==> src/rtl/kscl_pkg.sv <==
// Package for the keypad scan code lock: scan state codes, key decode table,
// configuration register indexes and the structs passed between modules.
// No dependencies; every other file imports this package.
package kscl_pkg;

	localparam int KSCL_MAX_LEN = 8;

	localparam int ROW_W      = 4;
	localparam int COL_W      = 3;
	localparam int CHAR_W     = 7;
	localparam int CODE_W     = 64;
	localparam int CODE_LEN_W = 4;
	localparam int CFG_IDX_W  = 4;
	localparam int CODE_MAX   = 8;

	localparam logic [63:0]         CODE_CHARS_RST  = 64'h0000_0023_3130_3031;
	localparam logic [CODE_LEN_W-1:0] CODE_LENGTH_RST = 4'd5;

	localparam logic [CHAR_W-1:0] ENTER_CHAR = 7'h23;

	typedef enum logic [CFG_IDX_W-1:0] {
		CFG_CODE_CHARS  = 4'd0,
		CFG_CODE_LENGTH = 4'd1
	} cfg_index_t;

	typedef enum logic [2:0] {
		ST_COL0  = 3'd0,
		ST_COL1  = 3'd1,
		ST_COL2  = 3'd2,
		ST_PRESS = 3'd3,
		ST_WAIT  = 3'd4
	} scan_state_t;

	// Key event from the scanner to the code buffer.
	typedef struct packed {
		logic              press;
		logic [CHAR_W-1:0] key;
	} scan_evt_t;

	// Status from the code buffer back to the result register.
	typedef struct packed {
		logic check_done;
		logic authorized;
	} lock_stat_t;

	// Lowest-numbered active-low row; row 3 when none is low.
	function automatic logic [1:0] lowest_row(input logic [ROW_W-1:0] rows);
		logic [1:0] r;
		priority if (!rows[0]) r = 2'd0;
		else if (!rows[1]) r = 2'd1;
		else if (!rows[2]) r = 2'd2;
		else r = 2'd3;
		return r;
	endfunction

	// ASCII character of the key at a given row and column.
	function automatic logic [CHAR_W-1:0] key_map(input logic [1:0] row, input logic [1:0] col);
		logic [CHAR_W-1:0] k;
		unique case ({row, col})
			4'b00_00: k = 7'h31;
			4'b00_01: k = 7'h32;
			4'b00_10: k = 7'h33;
			4'b01_00: k = 7'h34;
			4'b01_01: k = 7'h35;
			4'b01_10: k = 7'h36;
			4'b10_00: k = 7'h37;
			4'b10_01: k = 7'h38;
			4'b10_10: k = 7'h39;
			4'b11_00: k = 7'h2A;
			4'b11_01: k = 7'h30;
			4'b11_10: k = 7'h23;
			default:  k = 7'h31;
		endcase
		return k;
	endfunction

	// Scan state that drives a given column.
	function automatic scan_state_t col_state(input logic [1:0] col);
		scan_state_t s;
		unique case (col)
			2'd1:    s = ST_COL1;
			2'd2:    s = ST_COL2;
			default: s = ST_COL0;
		endcase
		return s;
	endfunction

endpackage

==> src/rtl/kscl_intf.sv <==
// Valid/ready channel interfaces of the keypad scan code lock: row samples in,
// scan results out, and configuration writes. Depends on kscl_pkg.
interface kscl_in_if
	import kscl_pkg::*;
();
	logic             valid;
	logic             ready;
	logic [ROW_W-1:0] row_lines;
	modport source (output valid, output row_lines, input ready);
	modport sink (input valid, input row_lines, output ready);
endinterface

interface kscl_out_if
	import kscl_pkg::*;
();
	logic              valid;
	logic              ready;
	logic [COL_W-1:0]  col_drive;
	logic              key_valid;
	logic [CHAR_W-1:0] key_char;
	logic              check_done;
	logic              authorized;
	modport source (output valid, output col_drive, output key_valid, output key_char,
		output check_done, output authorized, input ready);
	modport sink (input valid, input col_drive, input key_valid, input key_char,
		input check_done, input authorized, output ready);
endinterface

interface kscl_cfg_if
	import kscl_pkg::*;
();
	logic                 valid;
	logic                 ready;
	logic [CFG_IDX_W-1:0] reg_index;
	logic [CODE_W-1:0]    wdata;
	modport source (output valid, output reg_index, output wdata, input ready);
	modport sink (input valid, input reg_index, input wdata, output ready);
endinterface

==> src/rtl/kscl_scan.sv <==
// Column scan state machine of the keypad scan code lock: column drive,
// pressed column and key decode. Depends on kscl_pkg.
module kscl_scan
	import kscl_pkg::*;
(
	input  logic             clk,
	input  logic             arst_n,
	input  logic             advance,
	input  logic [ROW_W-1:0] row_lines,
	output logic [COL_W-1:0] col_drive,
	output scan_evt_t        evt
);

	scan_state_t state_q, state_d;
	logic [1:0]  pcol_q, pcol_d;
	logic        any_row;
	logic [1:0]  key_col;

	always_ff @(posedge clk or negedge arst_n) begin
		if (!arst_n) begin
			state_q <= ST_COL0;
			pcol_q  <= 2'd0;
		end else if (advance) begin
			state_q <= state_d;
			pcol_q  <= pcol_d;
		end
	end

	always_comb begin
		any_row = (row_lines != {ROW_W{1'b1}});
		state_d = state_q;
		pcol_d  = pcol_q;
		unique case (state_q)
			ST_COL0, ST_COL1, ST_COL2: begin
				if (any_row) begin
					pcol_d  = state_q[1:0];
					state_d = ST_PRESS;
				end else begin
					state_d = (state_q == ST_COL2) ? ST_COL0 : col_state(state_q[1:0] + 2'd1);
				end
			end
			ST_PRESS: state_d = ST_WAIT;
			ST_WAIT: begin
				if (!any_row) begin
					state_d = (pcol_q < 2'd2) ? col_state(pcol_q + 2'd1) : ST_COL0;
				end
			end
			default: state_d = ST_COL0;
		endcase

		// The recorded column stays driven low while pressed or waiting.
		if (state_d == ST_COL0 || state_d == ST_COL1 || state_d == ST_COL2) begin
			col_drive = ~(COL_W'(1) << state_d[1:0]);
		end else if (pcol_d < 2'd3) begin
			col_drive = ~(COL_W'(1) << pcol_d);
		end else begin
			col_drive = '0;
		end

		key_col   = (pcol_d < 2'd3) ? pcol_d : 2'd0;
		evt.press = (state_d == ST_PRESS);
		evt.key   = evt.press ? key_map(lowest_row(row_lines), key_col) : '0;
	end

endmodule

==> src/rtl/kscl_codebuf.sv <==
// Code buffer of the keypad scan code lock: key append, overflow tracking,
// code comparison on the enter key and the authorization flag. Depends on kscl_pkg.
module kscl_codebuf
	import kscl_pkg::*;
#(
	parameter int MAX_LEN = KSCL_MAX_LEN
) (
	input  logic                  clk,
	input  logic                  arst_n,
	input  logic                  advance,
	input  scan_evt_t             evt,
	input  logic [CODE_W-1:0]     code_chars,
	input  logic [CODE_LEN_W-1:0] code_length,
	output lock_stat_t            stat
);

	localparam int CW   = $clog2(MAX_LEN + 1);
	localparam int IW   = $clog2(MAX_LEN);
	localparam int LW   = (CW > CODE_LEN_W) ? CW : CODE_LEN_W;
	localparam int NCMP = (MAX_LEN < CODE_MAX) ? MAX_LEN : CODE_MAX;

	logic [CHAR_W-1:0] buf_q [MAX_LEN];
	logic [CW-1:0]     count_q, count_app;
	logic              ovf_q, ovf_app;
	logic              auth_q;
	logic              full, is_enter, match, chars_ok;
	logic [CHAR_W-1:0] ch;

	always_comb begin
		full      = (count_q == CW'(MAX_LEN));
		count_app = full ? count_q : count_q + CW'(1);
		ovf_app   = ovf_q | full;
		is_enter  = (evt.key == ENTER_CHAR);

		// Entries at or past the count are never looked at; the new key is
		// taken straight from the event when it lands in this cycle.
		chars_ok = 1'b1;
		for (int i = 0; i < NCMP; i++) begin
			ch = (!full && count_q == CW'(i)) ? evt.key : buf_q[i];
			if (CW'(i) < count_app && {1'b0, ch} != code_chars[8*i +: 8]) begin
				chars_ok = 1'b0;
			end
		end

		match = !ovf_app && (code_length <= CODE_LEN_W'(CODE_MAX)) &&
			(LW'(count_app) == LW'(code_length)) && chars_ok;

		stat.check_done = evt.press && is_enter;
		stat.authorized = stat.check_done ? match : auth_q;
	end

	always_ff @(posedge clk) begin
		if (advance && evt.press && !full) begin
			buf_q[count_q[IW-1:0]] <= evt.key;
		end
	end

	always_ff @(posedge clk or negedge arst_n) begin
		if (!arst_n) begin
			count_q <= '0;
			ovf_q   <= 1'b0;
			auth_q  <= 1'b0;
		end else if (advance && evt.press) begin
			if (is_enter) begin
				count_q <= '0;
				ovf_q   <= 1'b0;
				auth_q  <= match;
			end else begin
				count_q <= count_app;
				ovf_q   <= ovf_app;
			end
		end
	end

endmodule

==> src/rtl/keypad_scan_code_lock.sv <==
// Top level of the keypad scan code lock: configuration registers, handshake
// and result register. Depends on kscl_pkg, kscl_intf, kscl_scan, kscl_codebuf.
//
// Usage: every transfer on the scan channel is one scan tick carrying the four
// sampled active-low row lines. Each tick produces exactly one transfer on the
// result channel with the column drive to apply, the decoded key (when a key
// was recognized on that tick), a flag for a code check triggered by '#', and
// the current authorization flag.
// The result of a tick is in the result register on the cycle after its transfer.
// One tick per cycle while the receiver takes every result; the whole step is
// the scan state machine plus an eight-character parallel compare, both done
// between the state registers and the result register.
// When the receiver stalls, the result register holds its contents and the
// scan channel stays ready only if the pending result is taken in that cycle.
// The configuration channel is always ready; index 0 writes the expected code
// characters (first in the lowest byte), index 1 the code length including the
// '#', and other indexes are ignored. Writes belong in idle periods.
// Reset clears the scan state to column zero, empties the code buffer, clears
// the authorization flag and reloads the code "1001#" with length 5. The
// buffer entries themselves are not cleared; only written entries are read.
module keypad_scan_code_lock
	import kscl_pkg::*;
#(
	parameter int MAX_LEN = KSCL_MAX_LEN
) (
	input  logic        clk,
	input  logic        arst_n,
	kscl_in_if.sink     scan,
	kscl_out_if.source  result,
	kscl_cfg_if.sink    cfg
);

	logic [CODE_W-1:0]     code_chars_q;
	logic [CODE_LEN_W-1:0] code_length_q;

	logic              accept;
	logic [COL_W-1:0]  col_drive;
	scan_evt_t         evt;
	lock_stat_t        stat;

	logic              out_valid_q;
	logic [COL_W-1:0]  col_drive_q;
	logic              key_valid_q;
	logic [CHAR_W-1:0] key_char_q;
	logic              check_done_q;
	logic              authorized_q;

	// Configuration writes complete in the cycle they are presented.
	assign cfg.ready = 1'b1;

	always_ff @(posedge clk or negedge arst_n) begin
		if (!arst_n) begin
			code_chars_q  <= CODE_CHARS_RST;
			code_length_q <= CODE_LENGTH_RST;
		end else if (cfg.valid) begin
			unique case (cfg.reg_index)
				CFG_CODE_CHARS:  code_chars_q  <= cfg.wdata;
				CFG_CODE_LENGTH: code_length_q <= cfg.wdata[CODE_LEN_W-1:0];
				default: ;
			endcase
		end
	end

	// A new tick is taken whenever the result register is empty or is being
	// emptied in this cycle.
	assign scan.ready = !out_valid_q || result.ready;
	assign accept     = scan.valid && scan.ready;

	kscl_scan u_scan (
		.clk       (clk),
		.arst_n    (arst_n),
		.advance   (accept),
		.row_lines (scan.row_lines),
		.col_drive (col_drive),
		.evt       (evt)
	);

	kscl_codebuf #(
		.MAX_LEN (MAX_LEN)
	) u_codebuf (
		.clk         (clk),
		.arst_n      (arst_n),
		.advance     (accept),
		.evt         (evt),
		.code_chars  (code_chars_q),
		.code_length (code_length_q),
		.stat        (stat)
	);

	always_ff @(posedge clk or negedge arst_n) begin
		if (!arst_n) begin
			out_valid_q <= 1'b0;
		end else if (accept) begin
			out_valid_q <= 1'b1;
		end else if (result.ready) begin
			out_valid_q <= 1'b0;
		end
	end

	always_ff @(posedge clk) begin
		if (accept) begin
			col_drive_q  <= col_drive;
			key_valid_q  <= evt.press;
			key_char_q   <= evt.key;
			check_done_q <= stat.check_done;
			authorized_q <= stat.authorized;
		end
	end

	assign result.valid      = out_valid_q;
	assign result.col_drive  = col_drive_q;
	assign result.key_valid  = key_valid_q;
	assign result.key_char   = key_char_q;
	assign result.check_done = check_done_q;
	assign result.authorized = authorized_q;

endmodule
==> src/flat_wrapper.sv <==
// flat-port wrapper written by rule: the top's interface ports become plain ports
module keypad_scan_code_lock_flat import kscl_pkg::*;
#(
	parameter int MAX_LEN = KSCL_MAX_LEN
)
  (clk, arst_n, scan_valid, scan_row_lines, scan_ready, result_valid, result_col_drive, result_key_valid, result_key_char, result_check_done, result_authorized, result_ready, cfg_valid, cfg_reg_index, cfg_wdata, cfg_ready);
  kscl_in_if scan_i ();
  kscl_out_if result_i ();
  kscl_cfg_if cfg_i ();
  input  logic clk;
  input  logic arst_n;
  input wire logic [$bits(scan_i.valid)-1:0] scan_valid;
  input wire logic [$bits(scan_i.row_lines)-1:0] scan_row_lines;
  output wire logic [$bits(scan_i.ready)-1:0] scan_ready;
  output wire logic [$bits(result_i.valid)-1:0] result_valid;
  output wire logic [$bits(result_i.col_drive)-1:0] result_col_drive;
  output wire logic [$bits(result_i.key_valid)-1:0] result_key_valid;
  output wire logic [$bits(result_i.key_char)-1:0] result_key_char;
  output wire logic [$bits(result_i.check_done)-1:0] result_check_done;
  output wire logic [$bits(result_i.authorized)-1:0] result_authorized;
  input wire logic [$bits(result_i.ready)-1:0] result_ready;
  input wire logic [$bits(cfg_i.valid)-1:0] cfg_valid;
  input wire logic [$bits(cfg_i.reg_index)-1:0] cfg_reg_index;
  input wire logic [$bits(cfg_i.wdata)-1:0] cfg_wdata;
  output wire logic [$bits(cfg_i.ready)-1:0] cfg_ready;
  assign scan_i.valid = scan_valid;
  assign scan_i.row_lines = scan_row_lines;
  assign scan_ready = scan_i.ready;
  assign result_valid = result_i.valid;
  assign result_col_drive = result_i.col_drive;
  assign result_key_valid = result_i.key_valid;
  assign result_key_char = result_i.key_char;
  assign result_check_done = result_i.check_done;
  assign result_authorized = result_i.authorized;
  assign result_i.ready = result_ready;
  assign cfg_i.valid = cfg_valid;
  assign cfg_i.reg_index = cfg_reg_index;
  assign cfg_i.wdata = cfg_wdata;
  assign cfg_ready = cfg_i.ready;
  keypad_scan_code_lock #(.MAX_LEN(MAX_LEN)) u_core (.clk(clk), .arst_n(arst_n), .scan(scan_i), .result(result_i), .cfg(cfg_i));
endmodule
==> config.mk <==
export PLATFORM = sky130hd
export DESIGN_NAME = keypad_scan_code_lock_flat
export DESIGN_NICKNAME = d
export VERILOG_FILES = /design/src/rtl/kscl_pkg.sv /design/src/rtl/kscl_intf.sv /design/src/rtl/kscl_scan.sv /design/src/rtl/kscl_codebuf.sv /design/src/rtl/keypad_scan_code_lock.sv /design/src/flat_wrapper.sv
export SDC_FILE = /design/constraint.sdc
export NUM_CORES = 1
export LEC_CHECK = 0
export ABC_AREA = 1
export BUFFER_PORTS_ARGS = -buffer_cell sky130_fd_sc_hd__buf_4
export CAP_MARGIN = 20
export CORE_ASPECT_RATIO = 1.2
export CORE_UTILIZATION = 58
export CTS_CLUSTER_SIZE = 10
export DETAILED_ROUTE_END_ITERATION = 7
export PLACE_DENSITY_LB_ADDON = 0.3
export SYNTH_ARGS = -nofsm -noshare
export SYNTH_HDL_FRONTEND = slang
export SYNTH_SLANG_ARGS = --single-unit
==> constraint.sdc <==
create_clock -name clk -period 4.2 [get_ports clk]
set_input_delay 0.63 -clock clk [delete_from_list [all_inputs] [get_ports clk]]
set_output_delay 0.63 -clock clk [all_outputs]
set_load 0.02 [all_outputs]
### Yosys cells after proc, flatten, opt, wreduce, memory -nomap -nowiden

Memory sizes are Yosys's and may differ from the RTL's.
Cells that the tools add are included.

| operators by class | value |
|---|---|
| reductions and logical operators | 38 |
| magnitude comparators | 11 |
| equality and inequality tests | 31 |
| shift operators | 2 |
| mux-type cells | 40 |
| $add $sub $neg | 3 |
| bitwise gates (word level) | 3 |

Operators by type and width:

| operator | count |
|---|---|
| != test 7 x 8 -> 1 bit | 8 |
| 2-to-1 mux 7 bit | 9 |
| logical AND 1 bit | 23 |
| 2-to-1 mux 3 bit | 6 |
| equality test 4 x 3 -> 1 bit, second input constant | 4 |
| < comparator 3 x 4 -> 1 bit, first input constant | 4 |
| 2-to-1 mux 1 bit | 15 |
| equality test 3 x 2 -> 1 bit, second input constant | 4 |
| 2-to-1 mux 2 bit | 5 |
| case mux 3 bit (3 select lines) | 1 |
| equality test 4 x 1 -> 1 bit, second input constant | 2 |
| equality test 4 x 2 -> 1 bit, second input constant | 2 |
| logical NOT 4 bit | 2 |
| < comparator 1 x 4 -> 1 bit, first input constant | 2 |
| < comparator 2 x 4 -> 1 bit, first input constant | 2 |
| 2-to-1 mux 4 bit | 2 |
| case mux 2 bit (2 select lines) | 2 |
| equality test 7 x 6 -> 1 bit, second input constant | 1 |
| equality test 3 x 1 -> 1 bit, second input constant | 2 |
| logical NOT 3 bit | 2 |
| NOT 3 bit | 2 |
| AND reduction 2 bit | 3 |
| << shifter 1 x 2 -> 3 bit, first input constant | 2 |
| adder 2 x 1 -> 2 bit, second input constant | 2 |
| other kinds (14) | 21 |

| storage, ports and cells | value |
|---|---|
| ROM bits | 80 |
| bits of input ports | 77 |
| word-level logic and storage cells | 143 |
| register bits | 93 |
| output and inout port bits | 16 |
| RAM bits | 56 |
| memories kept | 2 |

Memory list:

| name | words | bits a word | rd ports | clocked after Yosys merged registers in | wr ports | line | source |
|---|---|---|---|---|---|---|---|
| (no name shown) | 16 | 5 | 1 | 0 | 0 | kscl_pkg.sv:59 | `unique case ({row, col})` |
| u_core.u_codebuf.buf_q | 8 | 7 | 8 | 0 | 1 | kscl_codebuf.sv:22 | `logic [CHAR_W-1:0] buf_q [MAX_LEN];` |

### Depth between registers and ports, before layout

| logic depth | value |
|---|---|
| depth in word-level cells | 21 |
| mapped depth | 26 |
| mapped depth without buffers | 25 |

### Cells and area by module

From an unflattened synthesis, not the netlist that was laid out.

| unflattened totals | value |
|---|---|
| cell total of the unflattened synthesis | 1080 |
| area, all modules | 8370.5 um^2 |

Modules (own cells, without submodules):

| module | cells an instance | area each (um^2) | seq. area each (um^2) | instances |
|---|---|---|---|---|
| kscl_codebuf | 663 | 4519.3 | 1831.8 | 1 |
| keypad_scan_code_lock | 326 | 3284.4 | 2135.8 | 1 |
| kscl_scan | 91 | 566.8 | 125.1 | 1 |

### Least setup slack after synthesis

Ideal clock, no wire load.

| path | value |
|---|---|
| path type | input to register |
| start point | in scan_row_lines[1] |
| end point | reg u_core.authorized_q, in the netlist u_core.result.authorized (data pin) |
| setup time | 0.253 ns |
| data arrival time | 3.103 ns |
| buffers on the path | 1 |
| path slack | 0.843 ns |
| stages | 22 |
| data required time | 3.947 ns |
| cells stage by stage | nand2_2 > nor2_4 > nor2_4 > buf_4 > or2_2 > o21ai_0 > inv_1 > ha_1 > o211ai_4 > nand3_1 > o21ai_0 > nand2_1 > nand2_1 > inv_1 > nand2_1 > nor2_1 > nand2_1 > nor2_1 > nand2_1 > nand2_1 > nand3_1 > nand2_1 |

RTL lines:

| element | line | source |
|---|---|---|
| start, declared | flat_wrapper.sv:13 | `input wire logic [$bits(scan_i.row_lines)-1:0] scan_row_lines;` |
| end signal, assigned | keypad_scan_code_lock.sv:106 | `authorized_q <= stat.authorized;` |
| end, declared | keypad_scan_code_lock.sv:46 | `logic authorized_q;` |

==> flow_summary.yaml <==
outcome:
  status: "finished clean"
sta:
  period_minus_slack_ns: 3.72
  maxSlewViolCount: 0
  setup_viol_count_final: 0
  tightest_slew_ns: 0.840
  finalSetupTns_ns: 0
  skew_ns: 0.00575
  hold_ws_ns: 0.238
  rsz0062_at_grt: "no"
  period_share: 0.885
  max_slew_margin: 0.436
  finalHoldViolations: 0
  timing.fmax_ghz: 0.269
clock_tree:
  cts_root_buffer: "clkbuf_16"
  htreeDepth: 4
  cts_resized: 0
  clk_path_buf_depth: 2
  cts_buffers: 17
  cts_setup_buffers: 0
  clk_latency_ns: 0.43
  cts_tree: "built"
  clk_pin_slew_ns: 0.06
  cts.sinks: 139
  hold_buffers: 0
synth:
  synth.avg_cell_area_um2: 8.60
  ys_seq_area_frac: 0.515
  synth-seq-cells: 139
  syn_nets: 942
  async_flop_share: 0.576
  synth_flop_cell: "dfrtp_1"
  synth-edff-count: 59
  yosysUniqueCellTypes: 41
  synth_area_mm2: 0.00736
  synthCells: 855
  synth-warning-count: 0
power:
  ir_worst_vdd_mv: 0.432
  finalPower_mw: 5.62
  power_density_mw_per_mm2: 640
  p_leak_nw: 4.23
placed_design:
  portBuffers: 90
  gp_congestion: 0.935
  place_hpwl_um: 12300
drt:
  wirelength_um: 17600
  first_iter_violations: 429
  ant_nets: 0
  drc: 0
  vias_per_cell: 5.45
  via_count: 6150
  wire_per_inst_um: 15.6
  dr.pass1.iters: 5
worst_setup_path:
  critPathMaxFanout: 12
  critPathLaunchType: "flop"
  end_kind: "flop"
  cp_cell_sequence: "nand2_1 > nand2_1 > inv_1 > nand2_2 > o21ai_0 > inv_1 > ha_1 > nand3_1 > nand2_2 > nor2_4 > nand2_1 > nand3_1 > nand2_1 > nor2_1 > nand4_1 > nand2_1 > nand3_1 > nor2_1 > nand3_1 > nand2_1"
  critPathLaunch: "u_core.u_scan.state_q[0]"
  cp.arrival_ns: 4.02
  crit_required_ns: 4.50
  critPathMaxStageDelay_ns: 0.44
  r2r_start: "u_core.u_scan.state_q[0]"
  critPathKind: "flop to flop"
  crit_slowest_cell: "dfrtp_1"
  cp_common_cell: "nand2_1"
floorplan:
  pin_count: 93
  start_util: 0.602
  die_height_um: 125
  chipWidth_um: 105
  dieArea_mm2: 0.0131
  coreArea_mm2: 0.0122
  fp-row-count: 44
final_layout:
  layout_commonest_cell: "nand2_1"
  layout_common_cells: "nand2_1, buf_4, inv_1, nor2_1, dfrtp_1"
  multi_input_area_mm2: 0.00304
  nets: 1041
  area_delta_synth_final_pct: 19.3
  drive_gt1_frac: 0.229
  ff_latch_area_mm2: 0.00379
  insertedDiodeCount: 0
  fillers: 981
grt:
  grt-ovfl-total: 0
  grt_pass1_wl_um: 29200
  track_usage: 0.290
  grt_max_degree: 103
  grt_pass1_vias: 6023
  antenna_found_initial: 0
flow_run:
  maxCapViolations: 0
min_path:
  hp-class: "input pin to asynchronous set/reset pin"
-- power breakdown --
group	switching (mW)	total [mW]	internal (mW)
combinational	1.48	2.25	0.769
clock	0.560	1.37	0.813
sequential	0.172	2.00	1.83
total	2.21	5.62	3.41
-- area by class of cell --
cell class	count	share of cell area
tap	161	0.0229
clock buffer	22	0.0552
clock inverter	10	0.00755
timing repair buffer	106	0.0935
sequential	139	0.432
multi-input combinational	590	0.346
inverter	100	0.0428
-- state kept, by name, summed over array words and instances (netlist names) --
register,cells
u_core.result.valid,1
u_core.u_codebuf.buf_q,48
u_core.result.key_char,6
u_core.u_codebuf.count_q,4
u_core.u_codebuf.auth_q,1
u_core.result.authorized,1
u_core.u_scan.state_q,3
u_core.code_length_q,4
u_core.code_chars_q,64
u_core.u_codebuf.ovf_q,1
u_core.result.col_drive,3
u_core.result.check_done,1
u_core.u_scan.pcol_q,2
-- worst max-delay path: cells and delay by family (launching register included) --
kind	cells	cell delay [ns]
AO/OA/AOI/OAI	1	0.38
flip-flops	1	0.44
adder cells (fa/ha/maj)	1	0.37
AND/OR/NAND/NOR	16	2.10
buffers and inverters	2	0.31
-- metal layers --
| layer | vias up | GRT usage | routed length [um] |
|---|---|---|---|
| li1 | 3016 | - | - |
| met1 | 2917 | 0.360 | 7460 |
| met2 | 185 | 0.496 | 8820 |
| met3 | 32 | 0.0610 | 958 |
| met4 | 0 | 0.112 | 411 |
| met5 | - | 0 | 0 |
-- synth_stat cells, types with 9 or more instances --
cell / count / area (um2)
a21oi_1: 36 / 180
clkbuf_1: 13 / 48.8
dfrtp_1: 65 / 1630
dfstp_2: 15 / 394
edfxtp_1: 59 / 1770
ha_1: 10 / 125
inv_1: 93 / 349
mux2_2: 26 / 293
nand2_1: 219 / 822
nand2_2: 10 / 62.6
nand3_1: 64 / 320
nand3b_1: 9 / 67.6
nand4_1: 18 / 113
nor2_1: 80 / 300
o211ai_1: 14 / 105
o21ai_0: 41 / 205
o21ai_1: 11 / 55.1
or2_2: 15 / 93.8
-- final timing paths --
check | to | depth (start not counted) | slack [ns]
max reg2reg | u_core.result.authorized | 20 | 0.48
max in group asynchronous | u_core.code_length_q[2] | 2 | 3.03
max | u_core.result.authorized | 20 | 0.48
min | u_core.result.valid | 1 | 0.24
min in group clk | u_core.code_chars_q[23] | 2 | 0.43
min reg2reg | u_core.u_codebuf.auth_q | 2 | 0.49
-- stage by stage --
stage | cells | utilization | area [um2] | setup WS [ns]
2_1_floorplan | 855 | - | 7360 | 0.843
3_3_place_gp | 1096 | 0.673 | 8230 | 0.417
3_5_place_dp | 1096 | 0.673 | 8230 | 0.278
4_1_cts | 1128 | 0.718 | 8780 | 0.528
5_1_grt | 1128 | 0.718 | 8780 | 0.0274
6_report | 1128 | 0.718 | 8780 | 0.482
-- kinds of logic (layout without fill, tap and decap cells) --
logic type | count (synthesis) | in the layout | synth area share
simple gates | 441 | 441 | 0.269
flops | 139 | 139 | 0.515
buf+inv | 126 | 238 | 0.0714
compound gates | 108 | 108 | 0.0823
mux | 26 | 26 | 0.0398
fa+ha+maj | 10 | 10 | 0.0170
xor+xnor | 3 | 3 | 0.00357
other cells | 2 | 2 | 0.00102
(Power assumes the default switching activity.)
